## src/hw/rtl/xts_pkg.sv

```systemverilog
// Package: item types, mode codes and XML character class functions
`timescale 1ns / 1ps

package xts_pkg;

	localparam int CpW = 21;

	localparam logic [2:0] MODE_NAME      = 3'd0;
	localparam logic [2:0] MODE_COMMENT   = 3'd1;
	localparam logic [2:0] MODE_PI_TARGET = 3'd2;
	localparam logic [2:0] MODE_PI_VALUE  = 3'd3;
	localparam logic [2:0] MODE_ATT_DQ    = 3'd4;
	localparam logic [2:0] MODE_ATT_SQ    = 3'd5;

	localparam logic [CpW-1:0] CH_DASH     = 21'h2D;
	localparam logic [CpW-1:0] CH_QUESTION = 21'h3F;
	localparam logic [CpW-1:0] CH_GT       = 21'h3E;
	localparam logic [CpW-1:0] CH_LT       = 21'h3C;
	localparam logic [CpW-1:0] CH_AMP      = 21'h26;
	localparam logic [CpW-1:0] CH_DQUOTE   = 21'h22;
	localparam logic [CpW-1:0] CH_SQUOTE   = 21'h27;

	localparam logic [2:0] COUNT_SAT = 3'd4;
	localparam logic [2:0] XML_LEN   = 3'd3;

	typedef struct packed {
		logic [2:0]     mode;
		logic [CpW-1:0] code_point;
		logic           decode_ok;
		logic           last_char;
		logic           empty_string;
	} in_item_t;

	typedef struct packed {
		logic string_valid;
	} out_item_t;

	function automatic logic name_start_ok(input logic [CpW-1:0] c);
		return c inside {21'h3A, 21'h5F, [21'h41:21'h5A], [21'h61:21'h7A],
			[21'hC0:21'hD6], [21'hD8:21'hF6], [21'hF8:21'h2FF], [21'h370:21'h37D],
			[21'h37F:21'h1FFF], [21'h200C:21'h200D], [21'h2070:21'h218F],
			[21'h2C00:21'h2FEF], [21'h3001:21'hD7FF], [21'hF900:21'hFDCF],
			[21'hFDF0:21'hFFFD], [21'h10000:21'hEFFFF]};
	endfunction

	function automatic logic name_rest_ok(input logic [CpW-1:0] c);
		return name_start_ok(c) || (c inside {21'h2D, 21'h2E, [21'h30:21'h39], 21'hB7,
			[21'h300:21'h36F], [21'h203F:21'h2040]});
	endfunction

	function automatic logic xml_char_ok(input logic [CpW-1:0] c);
		return c inside {21'h09, 21'h0A, 21'h0D, [21'h20:21'hD7FF],
			[21'hE000:21'hFFFD], [21'h10000:21'h10FFFF]};
	endfunction

	// match one letter of "xml" in either case at position idx
	function automatic logic xml_letter_ok(input logic [1:0] idx, input logic [CpW-1:0] c);
		logic ok;
		begin
			case (idx)
				2'd0: ok = (c == 21'h78) || (c == 21'h58);
				2'd1: ok = (c == 21'h6D) || (c == 21'h4D);
				2'd2: ok = (c == 21'h6C) || (c == 21'h4C);
				default: ok = 1'b0;
			endcase
			return ok;
		end
	endfunction

endpackage

```

## src/hw/rtl/xts_if.sv

```systemverilog
// Interfaces: valid/ready channels for character items and verdict items
`timescale 1ns / 1ps

interface xts_in_if import xts_pkg::*; ();
	logic     valid;
	logic     ready;
	in_item_t item;

	modport source (output valid, output item, input ready);
	modport sink (input valid, input item, output ready);
endinterface

interface xts_out_if import xts_pkg::*; ();
	logic      valid;
	logic      ready;
	out_item_t item;

	modport source (output valid, output item, input ready);
	modport sink (input valid, input item, output ready);
endinterface

```

## src/hw/rtl/xml_token_string_validator.sv

```systemverilog
// Top level: XML 1.0 name, comment, PI and attribute value string checker
//
//   channel  | dir | payload                                          | result
//   chars    | in  | mode, code_point, decode_ok, last_char, empty_str | -
//   verdict  | out | string_valid                                     | one per string
//
// One character item per cycle unless a string end waits on a full verdict slot.
// An accepted item is held in the input register, checked against the string state there
// and, on the last or empty item, loads the verdict register. arst_n clears string
// state and both valid flags. A stalled verdict holds the input register only when it
// also ends a string; other items keep flowing.
`timescale 1ns / 1ps

module xml_token_string_validator import xts_pkg::*; (
	input  logic       clk,
	input  logic       arst_n,
	xts_in_if.sink     chars,
	xts_out_if.source  verdict
);

	logic           valid_s1;
	in_item_t       item_s1;

	logic [2:0]     mode_q;
	logic           err_q;
	logic [2:0]     count_q;
	logic           dash_q;
	logic           quest_q;
	logic           prefix_q;

	logic           out_valid_q;
	out_item_t      out_item_q;

	logic           first;
	logic [2:0]     m;
	logic [CpW-1:0] cp;
	logic           err;
	logic           prefix_next;
	logic [2:0]     count_next;
	logic           final_err;
	logic           empty_ok;
	logic           ends;
	logic           advance;

	assign cp    = item_s1.code_point;
	assign first = (count_q == 3'd0);
	assign m     = first ? item_s1.mode : mode_q;
	assign ends  = item_s1.empty_string || item_s1.last_char;

	always_comb begin
		err = err_q || !item_s1.decode_ok;
		case (m)
			MODE_NAME:      err = err || (first ? !name_start_ok(cp) : !name_rest_ok(cp));
			MODE_COMMENT:   err = err || !xml_char_ok(cp) || (dash_q && cp == CH_DASH);
			MODE_PI_TARGET: err = err;
			MODE_PI_VALUE:  err = err || !xml_char_ok(cp) || (quest_q && cp == CH_GT);
			MODE_ATT_DQ:    err = err || cp == CH_LT || cp == CH_AMP || cp == CH_DQUOTE;
			MODE_ATT_SQ:    err = err || cp == CH_LT || cp == CH_AMP || cp == CH_SQUOTE;
			default:        err = 1'b1;
		endcase
	end

	always_comb begin
		prefix_next = prefix_q;
		if (count_q < XML_LEN && !xml_letter_ok(count_q[1:0], cp))
			prefix_next = 1'b0;
		count_next = (count_q < COUNT_SAT) ? count_q + 3'd1 : count_q;
	end

	assign final_err = err || (m == MODE_COMMENT && cp == CH_DASH) ||
		(m == MODE_PI_TARGET && count_next == XML_LEN && prefix_next);

	assign empty_ok = first && (item_s1.mode == MODE_COMMENT || item_s1.mode == MODE_PI_VALUE ||
		item_s1.mode == MODE_ATT_DQ || item_s1.mode == MODE_ATT_SQ);

	// advance unless the item ends a string and the verdict slot stays full
	assign advance     = valid_s1 && (!ends || !out_valid_q || verdict.ready);
	assign chars.ready = !valid_s1 || advance;

	always_ff @(posedge clk or negedge arst_n) begin
		if (!arst_n) begin
			valid_s1 <= 1'b0;
		end else if (chars.ready) begin
			valid_s1 <= chars.valid;
		end
	end

	always_ff @(posedge clk) begin
		if (chars.ready && chars.valid) begin
			item_s1 <= chars.item;
		end
	end

	always_ff @(posedge clk or negedge arst_n) begin
		if (!arst_n) begin
			mode_q   <= MODE_NAME;
			err_q    <= 1'b0;
			count_q  <= 3'd0;
			dash_q   <= 1'b0;
			quest_q  <= 1'b0;
			prefix_q <= 1'b1;
		end else if (advance) begin
			if (ends) begin
				mode_q   <= MODE_NAME;
				err_q    <= 1'b0;
				count_q  <= 3'd0;
				dash_q   <= 1'b0;
				quest_q  <= 1'b0;
				prefix_q <= 1'b1;
			end else begin
				mode_q   <= m;
				err_q    <= err;
				count_q  <= count_next;
				dash_q   <= (cp == CH_DASH);
				quest_q  <= (cp == CH_QUESTION);
				prefix_q <= prefix_next;
			end
		end
	end

	always_ff @(posedge clk or negedge arst_n) begin
		if (!arst_n) begin
			out_valid_q <= 1'b0;
		end else if (advance && ends) begin
			out_valid_q <= 1'b1;
		end else if (verdict.ready) begin
			out_valid_q <= 1'b0;
		end
	end

	always_ff @(posedge clk) begin
		if (advance && ends) begin
			out_item_q.string_valid <= item_s1.empty_string ? empty_ok : !final_err;
		end
	end

	assign verdict.valid = out_valid_q;
	assign verdict.item  = out_item_q;

endmodule
```

## src/flat_wrapper.sv

```systemverilog
// flat-port wrapper written by rule: the top's interface ports become plain ports
module xml_token_string_validator_flat import xts_pkg::*;
  (clk, arst_n, chars_valid, chars_item, chars_ready, verdict_valid, verdict_item, verdict_ready);
  xts_in_if chars_i ();
  xts_out_if verdict_i ();
  input  logic clk;
  input  logic arst_n;
  input wire logic [$bits(chars_i.valid)-1:0] chars_valid;
  input wire logic [$bits(chars_i.item)-1:0] chars_item;
  output wire logic [$bits(chars_i.ready)-1:0] chars_ready;
  output wire logic [$bits(verdict_i.valid)-1:0] verdict_valid;
  output wire logic [$bits(verdict_i.item)-1:0] verdict_item;
  input wire logic [$bits(verdict_i.ready)-1:0] verdict_ready;
  assign chars_i.valid = chars_valid;
  assign chars_i.item = chars_item;
  assign chars_ready = chars_i.ready;
  assign verdict_valid = verdict_i.valid;
  assign verdict_item = verdict_i.item;
  assign verdict_i.ready = verdict_ready;
  xml_token_string_validator u_core (.clk(clk), .arst_n(arst_n), .chars(chars_i), .verdict(verdict_i));
endmodule
```

## config.mk

```make
export PLATFORM = sky130hd
export DESIGN_NAME = xml_token_string_validator_flat
export DESIGN_NICKNAME = d
export VERILOG_FILES = /design/src/hw/rtl/xts_pkg.sv /design/src/hw/rtl/xts_if.sv /design/src/hw/rtl/xml_token_string_validator.sv /design/src/flat_wrapper.sv
export SDC_FILE = /design/constraint.sdc
export NUM_CORES = 1
export LEC_CHECK = 0
export ABC_AREA = 1
export ABC_CLOCK_PERIOD_IN_PS = 2530
export BUFFER_PORTS_ARGS = -buffer_cell sky130_fd_sc_hd__buf_2
export CAP_MARGIN = 20
export CORE_ASPECT_RATIO = 0.9
export CORE_UTILIZATION = 50
export DETAILED_ROUTE_END_ITERATION = 16
export GPL_TIMING_DRIVEN = 0
export PLACE_DENSITY = 0.7
export SETUP_SLACK_MARGIN = 0.02
export SKIP_CTS_REPAIR_TIMING = 1
export SLEW_MARGIN = 5
export SYNTH_ARGS = -nofsm -noshare
export SYNTH_HDL_FRONTEND = slang
export SYNTH_SLANG_ARGS = --single-unit
export TNS_END_PERCENT = 5
```

## constraint.sdc

```tcl
create_clock -name clk -period 2.53 [get_ports clk]
set_input_delay 0.1265 -clock clk [delete_from_list [all_inputs] [get_ports clk]]
set_output_delay 0.1265 -clock clk [all_outputs]
set_load 0.05 [all_outputs]
```

==> results of run 1 <==
-- per-layer routing --
layer | up-vias | GRT usage | part of all wire
li1 | 1640 | - | -
met1 | 1510 | 0.448 | 0.47
met2 | 168 | 0.427 | 0.43
met3 | 12 | 0.0323 | 0.086
met4 | 0 | 0.0695 | 0.012
met5 | - | 0 | 0
-- stage by stage --
step           power [mW]  TNS [ns]   util  instance area (µm²)  cells
6_report             2.00         0  0.615                 3580    585
5_1_grt              2.10         0  0.615                 3580    585
4_1_cts              1.97  -0.00638  0.597                 3480    576
3_5_place_dp         1.43         0  0.577                 3360    568
3_3_place_gp         1.42         0  0.577                 3360    568
2_1_floorplan        1.26         0      -                 3110    465
-- where the power goes --
| part | internal (mW) | switching, mW |
|---|---|---|
| clock | 0.297 | 0.249 |
| combinational | 0.186 | 0.427 |
| sequential | 0.787 | 0.0558 |
-- layout make-up --
| type | instances | area, µm² |
|---|---|---|
| Inverter | 60 | 229 |
| Fill cell | 575 | 2240 |
| Clock inverter | 3 | 46.3 |
| Tap cell | 70 | 87.6 |
| Buffer | 8 | 48.8 |
| Sequential cell | 40 | 1140 |
| Timing Repair Buffer | 42 | 255 |
| Clock buffer | 5 | 68.8 |
| Multi-Input combinational cell | 357 | 1700 |
-- worst register-to-register path, cell delays in order, from the launching register on --
cell     delay [ns]
dfrtp_1        0.42
inv_1          0.14
ha_1           0.23
inv_1          0.07
nor2_2         0.20
o21ai_2        0.14
nor2_2         0.15
nand2_1        0.07
a21oi_1        0.14
nand2_1        0.07
nor2_1         0.08
nand2_1        0.05
nor2_1         0.08
nand3_1        0.12
nand3_1        0.12
nand2_1        0.05
-- cell usage in the layout (no fill, tap or decap), types with 2 or more instances in the layout --
cell             n
nand2_1        139
nor2_1          60
inv_1           52
nand3_1         42
buf_2           38
edfxtp_1        28
nand4_1         22
o21ai_0         20
nor3_1          15
nor2_2          11
dfrtp_1         11
a21oi_1         10
dlygate4sd3_1    9
nand2_2          8
inv_2            6
nor2_4           5
clkbuf_8         5
ha_1             4
a31oi_1          3
o211ai_1         3
o21ai_2          2
o31ai_1          2
o22ai_1          2
-- state kept, by name, summed over array words and instances, names as in the netlist --
signal and flops:
u_core.cp 21, u_core.item_s1 6, u_core.count_q 3, u_core.mode_q 3, u_core.dash_q 1, u_core.err_q 1
u_core.prefix_q 1, u_core.quest_q 1, u_core.valid_s1 1, u_core.verdict.item 1, u_core.verdict.valid 1
-- kinds of logic after synthesis --
group / share of synthesized area
AO/OA/AOI/OAI: 0.0845
buffers and inverters: 0.0886
adder cells (fa/ha/maj): 0.0161
AND/OR/NAND/NOR: 0.440
XOR/XNOR: 0.00282
flip-flops: 0.368
-- worst min-delay path by stage --
| stage | from | end | slack [ns] | cells past startpoint |
|---|---|---|---|---|
| after global placement | arst_n | u_core.count_q[0]$_DFFE_PN0P_ | 0.02 | 1 |
| after CTS | arst_n | u_core.count_q[0]$_DFFE_PN0P_ | -0.30 | 1 |
| final | chars_item[25] | u_core.item_s1[25]$_DFFE_PP_ | 0.007 | 1 |
| after global routing | chars_item[13] | u_core.cp[10]$_DFFE_PP_ | 0.0006 | 1 |
| after detailed placement | arst_n | u_core.count_q[0]$_DFFE_PN0P_ | 0.03 | 1 |
| after floorplan | arst_n | u_core.count_q[0]$_DFFE_PN0P_ | -0.17 | 0 |
==> flow_metrics.py, run 1 <==
metrics = {
    "pwr": {
        "pwr_density_cell_nw_per_um2": 559,
        "irDropWorstVdd_uv": 568,
        "power_leakage_nw": 1.61,
    },
    "synthesis": {
        "ys_warn_count": 0,
        "synth_edf_count": 28,
        "synth_nets": 500,
        "synth.most_common_cell": "nand2_1",
        "synthFlopType": "edfxtp_1",
        "netlist_area_um2": 3110,
        "syn_inst": 465,
        "ys_ff_latch": 40,
        "async_reset_ff_frac": 0.300,
        "syn_avg_cell_area_um2": 6.68,
        "yosys-top-cells-count": "139 x nand2_1, 63 x nor2_1, 52 x inv_1, 42 x nand3_1, 28 x edfxtp_1",
        "yosysTopAreaCell": "edfxtp_1",
        "seq_area_frac_synth": 0.368,
        "synth_cell_types": 35,
        "synth_top_area_share": 0.271,
        "synth_area_leaders": "edfxtp_1 27%, nand2_1 17%, dfrtp_1 8.9%",
    },
    "setup_path": {
        "r2r_start": "u_core.count_q[0]$_DFFE_PN0P_",
        "crit_start": "u_core.count_q[0]$_DFFE_PN0P_",
        "crit_slowest_cell": "dfrtp_1",
        "critPathBufInv": 2,
        "r2r_cells": 15,
        "worstPathMaxFanout": 5,
        "critical_path_class": "register to register",
        "r2r_end": "u_core.verdict.item$_DFFE_PP_",
        "reg2reg_slack_ns": 0.15,
        "cp_top_family": "simple AND/OR/NAND/NOR gates",
        "cp.arrival_ns": 2.44,
        "endpoint": "u_core.verdict.item$_DFFE_PP_",
        "cp.required_ns": 2.59,
        "cp.depth": 15,
        "cp_common_cell": "nand2_1",
        "max_stage_delay_ns": 0.42,
        "critPathLaunchType": "register",
        "cp-end-kind": "register",
        "path_cells": "inv_1 > ha_1 > inv_1 > nor2_2 > o21ai_2 > nor2_2 > nand2_1 > a21oi_1 > nand2_1 > nor2_1 > nand2_1 > nor2_1 > nand3_1 > nand3_1 > nand2_1",
    },
    "clock_network": {
        "path_clk_slew_ns": 0.10,
        "cts_made_buffers": 5,
        "clk_latency_ns": 0.30,
        "clock-sinks": 40,
        "cts_max_level": 2,
        "tritoncts": "done",
        "cts_root_buffer": "clkbuf_8",
        "clk_path_buf_depth": 2,
    },
    "timing": {
        "maxSlewViolCount": 0,
        "finClkSkew_ns": 0.0197,
        "fin_crit_ns": 2.38,
        "fin_ws_ns": 0.154,
        "rsz0062_at_grt": "no",
        "maxSlewHeadroom": 0.384,
        "worstMarginPinSlew_ns": 0.923,
        "setup_viol": 0,
        "max_freq_ghz": 0.421,
        "holdWs_ns": 0.00686,
        "hold_viol": 0,
        "fin_crit_sh": 0.939,
    },
    "global_routing": {
        "grt_antenna_before_repair": 0,
        "grt_pass1_vias": 2988,
        "grt_max_degree": 28,
        "grt.overflow.total": 0,
        "grt_usage": 0.289,
        "grt_pass1_wl_um": 14600,
    },
    "run_status": {
        "run_status": "finished clean",
    },
    "route": {
        "via_count": 3330,
        "first_pass_iters": 6,
        "viasPerCell": 5.69,
        "wl_per_cell_um": 15.3,
        "drcViolationCount": 0,
        "routed_wl_um": 8970,
        "ant_nets": 0,
        "drt_iter0_markers": 439,
    },
    "place": {
        "dpl.hpwl_um": 6930,
        "place_ws_ns": 0.0158,
        "portBuffers": 33,
        "place.gp.congestion": 0.984,
    },
    "layout": {
        "diodes": 0,
        "drive_gt1_frac": 0.167,
        "synthToLayoutAreaGrowth_pct": 15.2,
        "final_nets": 549,
    },
    "floorplanning": {
        "die_w_um": 85.1,
        "dieHeight_um": 76.8,
        "placeableCoreArea_um2": 5820,
        "rows": 26,
        "fp.dieArea_um2": 6540,
        "start_util": 0.534,
        "io-pin-count": 34,
    },
    "hold_path": {
        "hold_class": "input port to register",
    },
    "flow_run": {
        "maxCapViolCount": 0,
    },
}
(Power assumes the default switching activity.)
==> run 2, diff against run 1 <==
==> constraint.sdc (replaced) <==
create_clock -name clk -period 2.53 [get_ports clk]
set_input_delay 0.253 -clock clk [delete_from_list [all_inputs] [get_ports clk]]
set_output_delay 0.253 -clock clk [all_outputs]
set_load 0.05 [all_outputs]
==> flow_metrics.py, run 2 (synthesized netlist as in run 1, its figures left out) <==
metrics = {
    "run_status": {
        "run_status": "finished clean",
    },
    "pwr": {
        "power_leakage_nw": 1.57,
        "p_int_mw": 1.26,
        "total_power_mw": 1.99,
        "seq_power_share": 0.424,
        "p_switching_mw": 0.725,
        "share_comb_of_total_power": 0.303,
        "irDropWorstVdd_uv": 564,
        "pwr_density_cell_nw_per_um2": 568,
        "p_sw_frac": 0.365,
        "clkPwrFrac": 0.273,
    },
    "setup_path": {
        "critPathLaunchType": "register",
        "cp_common_cell": "nand2_1",
        "critical_path_class": "register to register",
        "r2r_cells": 15,
        "path_cells": "inv_1 > ha_1 > inv_1 > nor2_2 > o21ai_2 > nor2_2 > nand2_1 > a21oi_1 > nand2_1 > nor2_1 > nand2_1 > nor2_1 > nand3_1 > nand3_1 > nand2_1",
        "r2r_end": "u_core.verdict.item$_DFFE_PP_",
        "reg2reg_slack_ns": 0.16,
        "cp-end-kind": "register",
        "r2r_start": "u_core.count_q[0]$_DFFE_PN0P_",
        "critPathBufInv": 2,
        "max_stage_delay_ns": 0.42,
        "cp.required_ns": 2.59,
        "worstPathMaxFanout": 5,
        "cp.arrival_ns": 2.44,
        "crit_slowest_cell": "dfrtp_1",
        "cp_top_family": "simple AND/OR/NAND/NOR gates",
    },
    "global_routing": {
        "grt_pass1_vias": 2988,
        "grt_pass1_wl_um": 14600,
        "grt_usage": 0.289,
        "grt_antenna_before_repair": 0,
        "grt_max_degree": 28,
        "grt.overflow.total": 0,
    },
    "place": {
        "dpl.hpwl_um": 6930,
        "place.gp.congestion": 0.984,
        "portBuffers": 33,
        "dpl.cell_count": 568,
    },
    "floorplanning": {
        "io-pin-count": 34,
        "dieHeight_um": 76.8,
        "fp.dieArea_um2": 6540,
        "placeableCoreArea_um2": 5820,
        "die_w_um": 85.1,
        "start_util": 0.534,
        "rows": 26,
    },
    "layout": {
        "largest_register_ffs": 21,
        "final_nets": 541,
        "synthToLayoutAreaGrowth_pct": 12.6,
        "diodes": 0,
        "final_common_cell": "nand2_1",
        "finish.cell_count_without_fillers": 577,
        "final_cell_mix": "139 x nand2_1, 60 x nor2_1, 52 x inv_1, 42 x nand3_1, 38 x buf_2",
        "drive_gt1_frac": 0.170,
    },
    "clock_network": {
        "clk_path_buf_depth": 2,
        "clock-sinks": 40,
        "cts_max_level": 2,
        "cts_root_buffer": "clkbuf_8",
        "tritoncts": "done",
        "cts_made_buffers": 5,
        "path_clk_slew_ns": 0.10,
        "clk_latency_ns": 0.30,
    },
    "hold_path": {
        "worstHoldStart": "chars_item[1]",
        "hold_end": "u_core.item_s1[1]$_DFFE_PP_",
        "holdPathStages": 1,
        "hold_class": "input port to register",
    },
    "route": {
        "dr_wl_met2_um": 3760,
        "wl_met3_um": 715,
        "viasPerCell": 5.69,
        "drt_iter0_markers": 396,
        "routed_wl_um": 8760,
        "drcViolationCount": 0,
        "wl_per_cell_um": 15.2,
        "ant_nets": 0,
        "via_count": 3282,
        "top_layer": "met4",
        "first_pass_iters": 6,
        "drt-met1-wl_um": 4180,
    },
    "timing": {
        "rsz0062_at_grt": "no",
        "finClkSkew_ns": 0.0188,
        "setup_viol": 0,
        "maxSlewViolCount": 0,
        "maxSlewHeadroom": 0.387,
        "fin_crit_ns": 2.37,
        "fin_tns_setup_ns": 0,
        "holdWs_ns": 0.133,
        "worstMarginPinSlew_ns": 0.919,
        "hold_viol": 0,
        "fin_crit_sh": 0.938,
        "max_freq_ghz": 0.421,
    },
    "flow_run": {
        "maxCapViolCount": 0,
    },
}
-- run 2: how the worst max path moves through the flow --
| stage | slack (ns) | end | cells past startpoint | startpoint |
|---|---|---|---|---|
| after detailed placement | 0.02 | u_core.verdict.item$_DFFE_PP_ | 15 | u_core.count_q[0]$_DFFE_PN0P_ |
| after CTS | -0.006 | u_core.verdict.item$_DFFE_PP_ | 15 | u_core.count_q[0]$_DFFE_PN0P_ |
| final | 0.16 | u_core.verdict.item$_DFFE_PP_ | 15 | u_core.count_q[0]$_DFFE_PN0P_ |
| after global routing | 0.02 | u_core.verdict.item$_DFFE_PP_ | 15 | u_core.count_q[0]$_DFFE_PN0P_ |
| after floorplan | 0.28 | u_core.cp[0]$_DFFE_PP_ | 3 | u_core.verdict.valid$_DFFE_PN0P_ |
| after global placement | 0.07 | u_core.verdict.item$_DFFE_PP_ | 15 | u_core.count_q[0]$_DFFE_PN0P_ |
-- run 2: worst register-to-register path: cells and delay by family (launching register included) --
kind	cells	cell delay [ns]
adders and majority gates	1	0.23
AOI/OAI and AO/OA	2	0.28
buffers and inverters	2	0.21
and+or+nand+nor	10	0.98
DFF	1	0.42
-- run 2: power by group through the flow --
stage	Sequential [mW]	Combinational, mW	Clock [mW]
after floorplan	0.867	0.397	0
after global placement	0.853	0.562	0
after detailed placement	0.857	0.572	0
after CTS	0.842	0.577	0.550
after global routing	0.852	0.664	0.573
final	0.843	0.602	0.542
-- run 2: through the flow --
stage / util / setup WS (ns) / area (µm²)
floorplan: - / 0.278 / 3110
global placement: 0.577 / 0.0720 / 3360
detailed placement: 0.577 / 0.0158 / 3360
CTS: 0.597 / -0.00638 / 3480
global route: 0.601 / 0.0225 / 3500
finish: 0.601 / 0.157 / 3500
-- run 2: cell type report --
cell class	count	area [µm²]
inverters	60	229
multi-input cells	357	1700
fillers	577	2320
well taps	70	87.6
repair buffers	34	175
flip-flops and latches	40	1140
plain buffers	8	48.8
clock inverters	3	46.3
clock buffers	5	68.8
-- run 2: metal layers --
| metal | vias up | GRT usage |
|---|---|---|
| met4 | 0 | 0.0695 |
| met5 | - | 0 |
| li1 | 1628 | - |
| met3 | 10 | 0.0323 |
| met1 | 1497 | 0.448 |
| met2 | 147 | 0.427 |
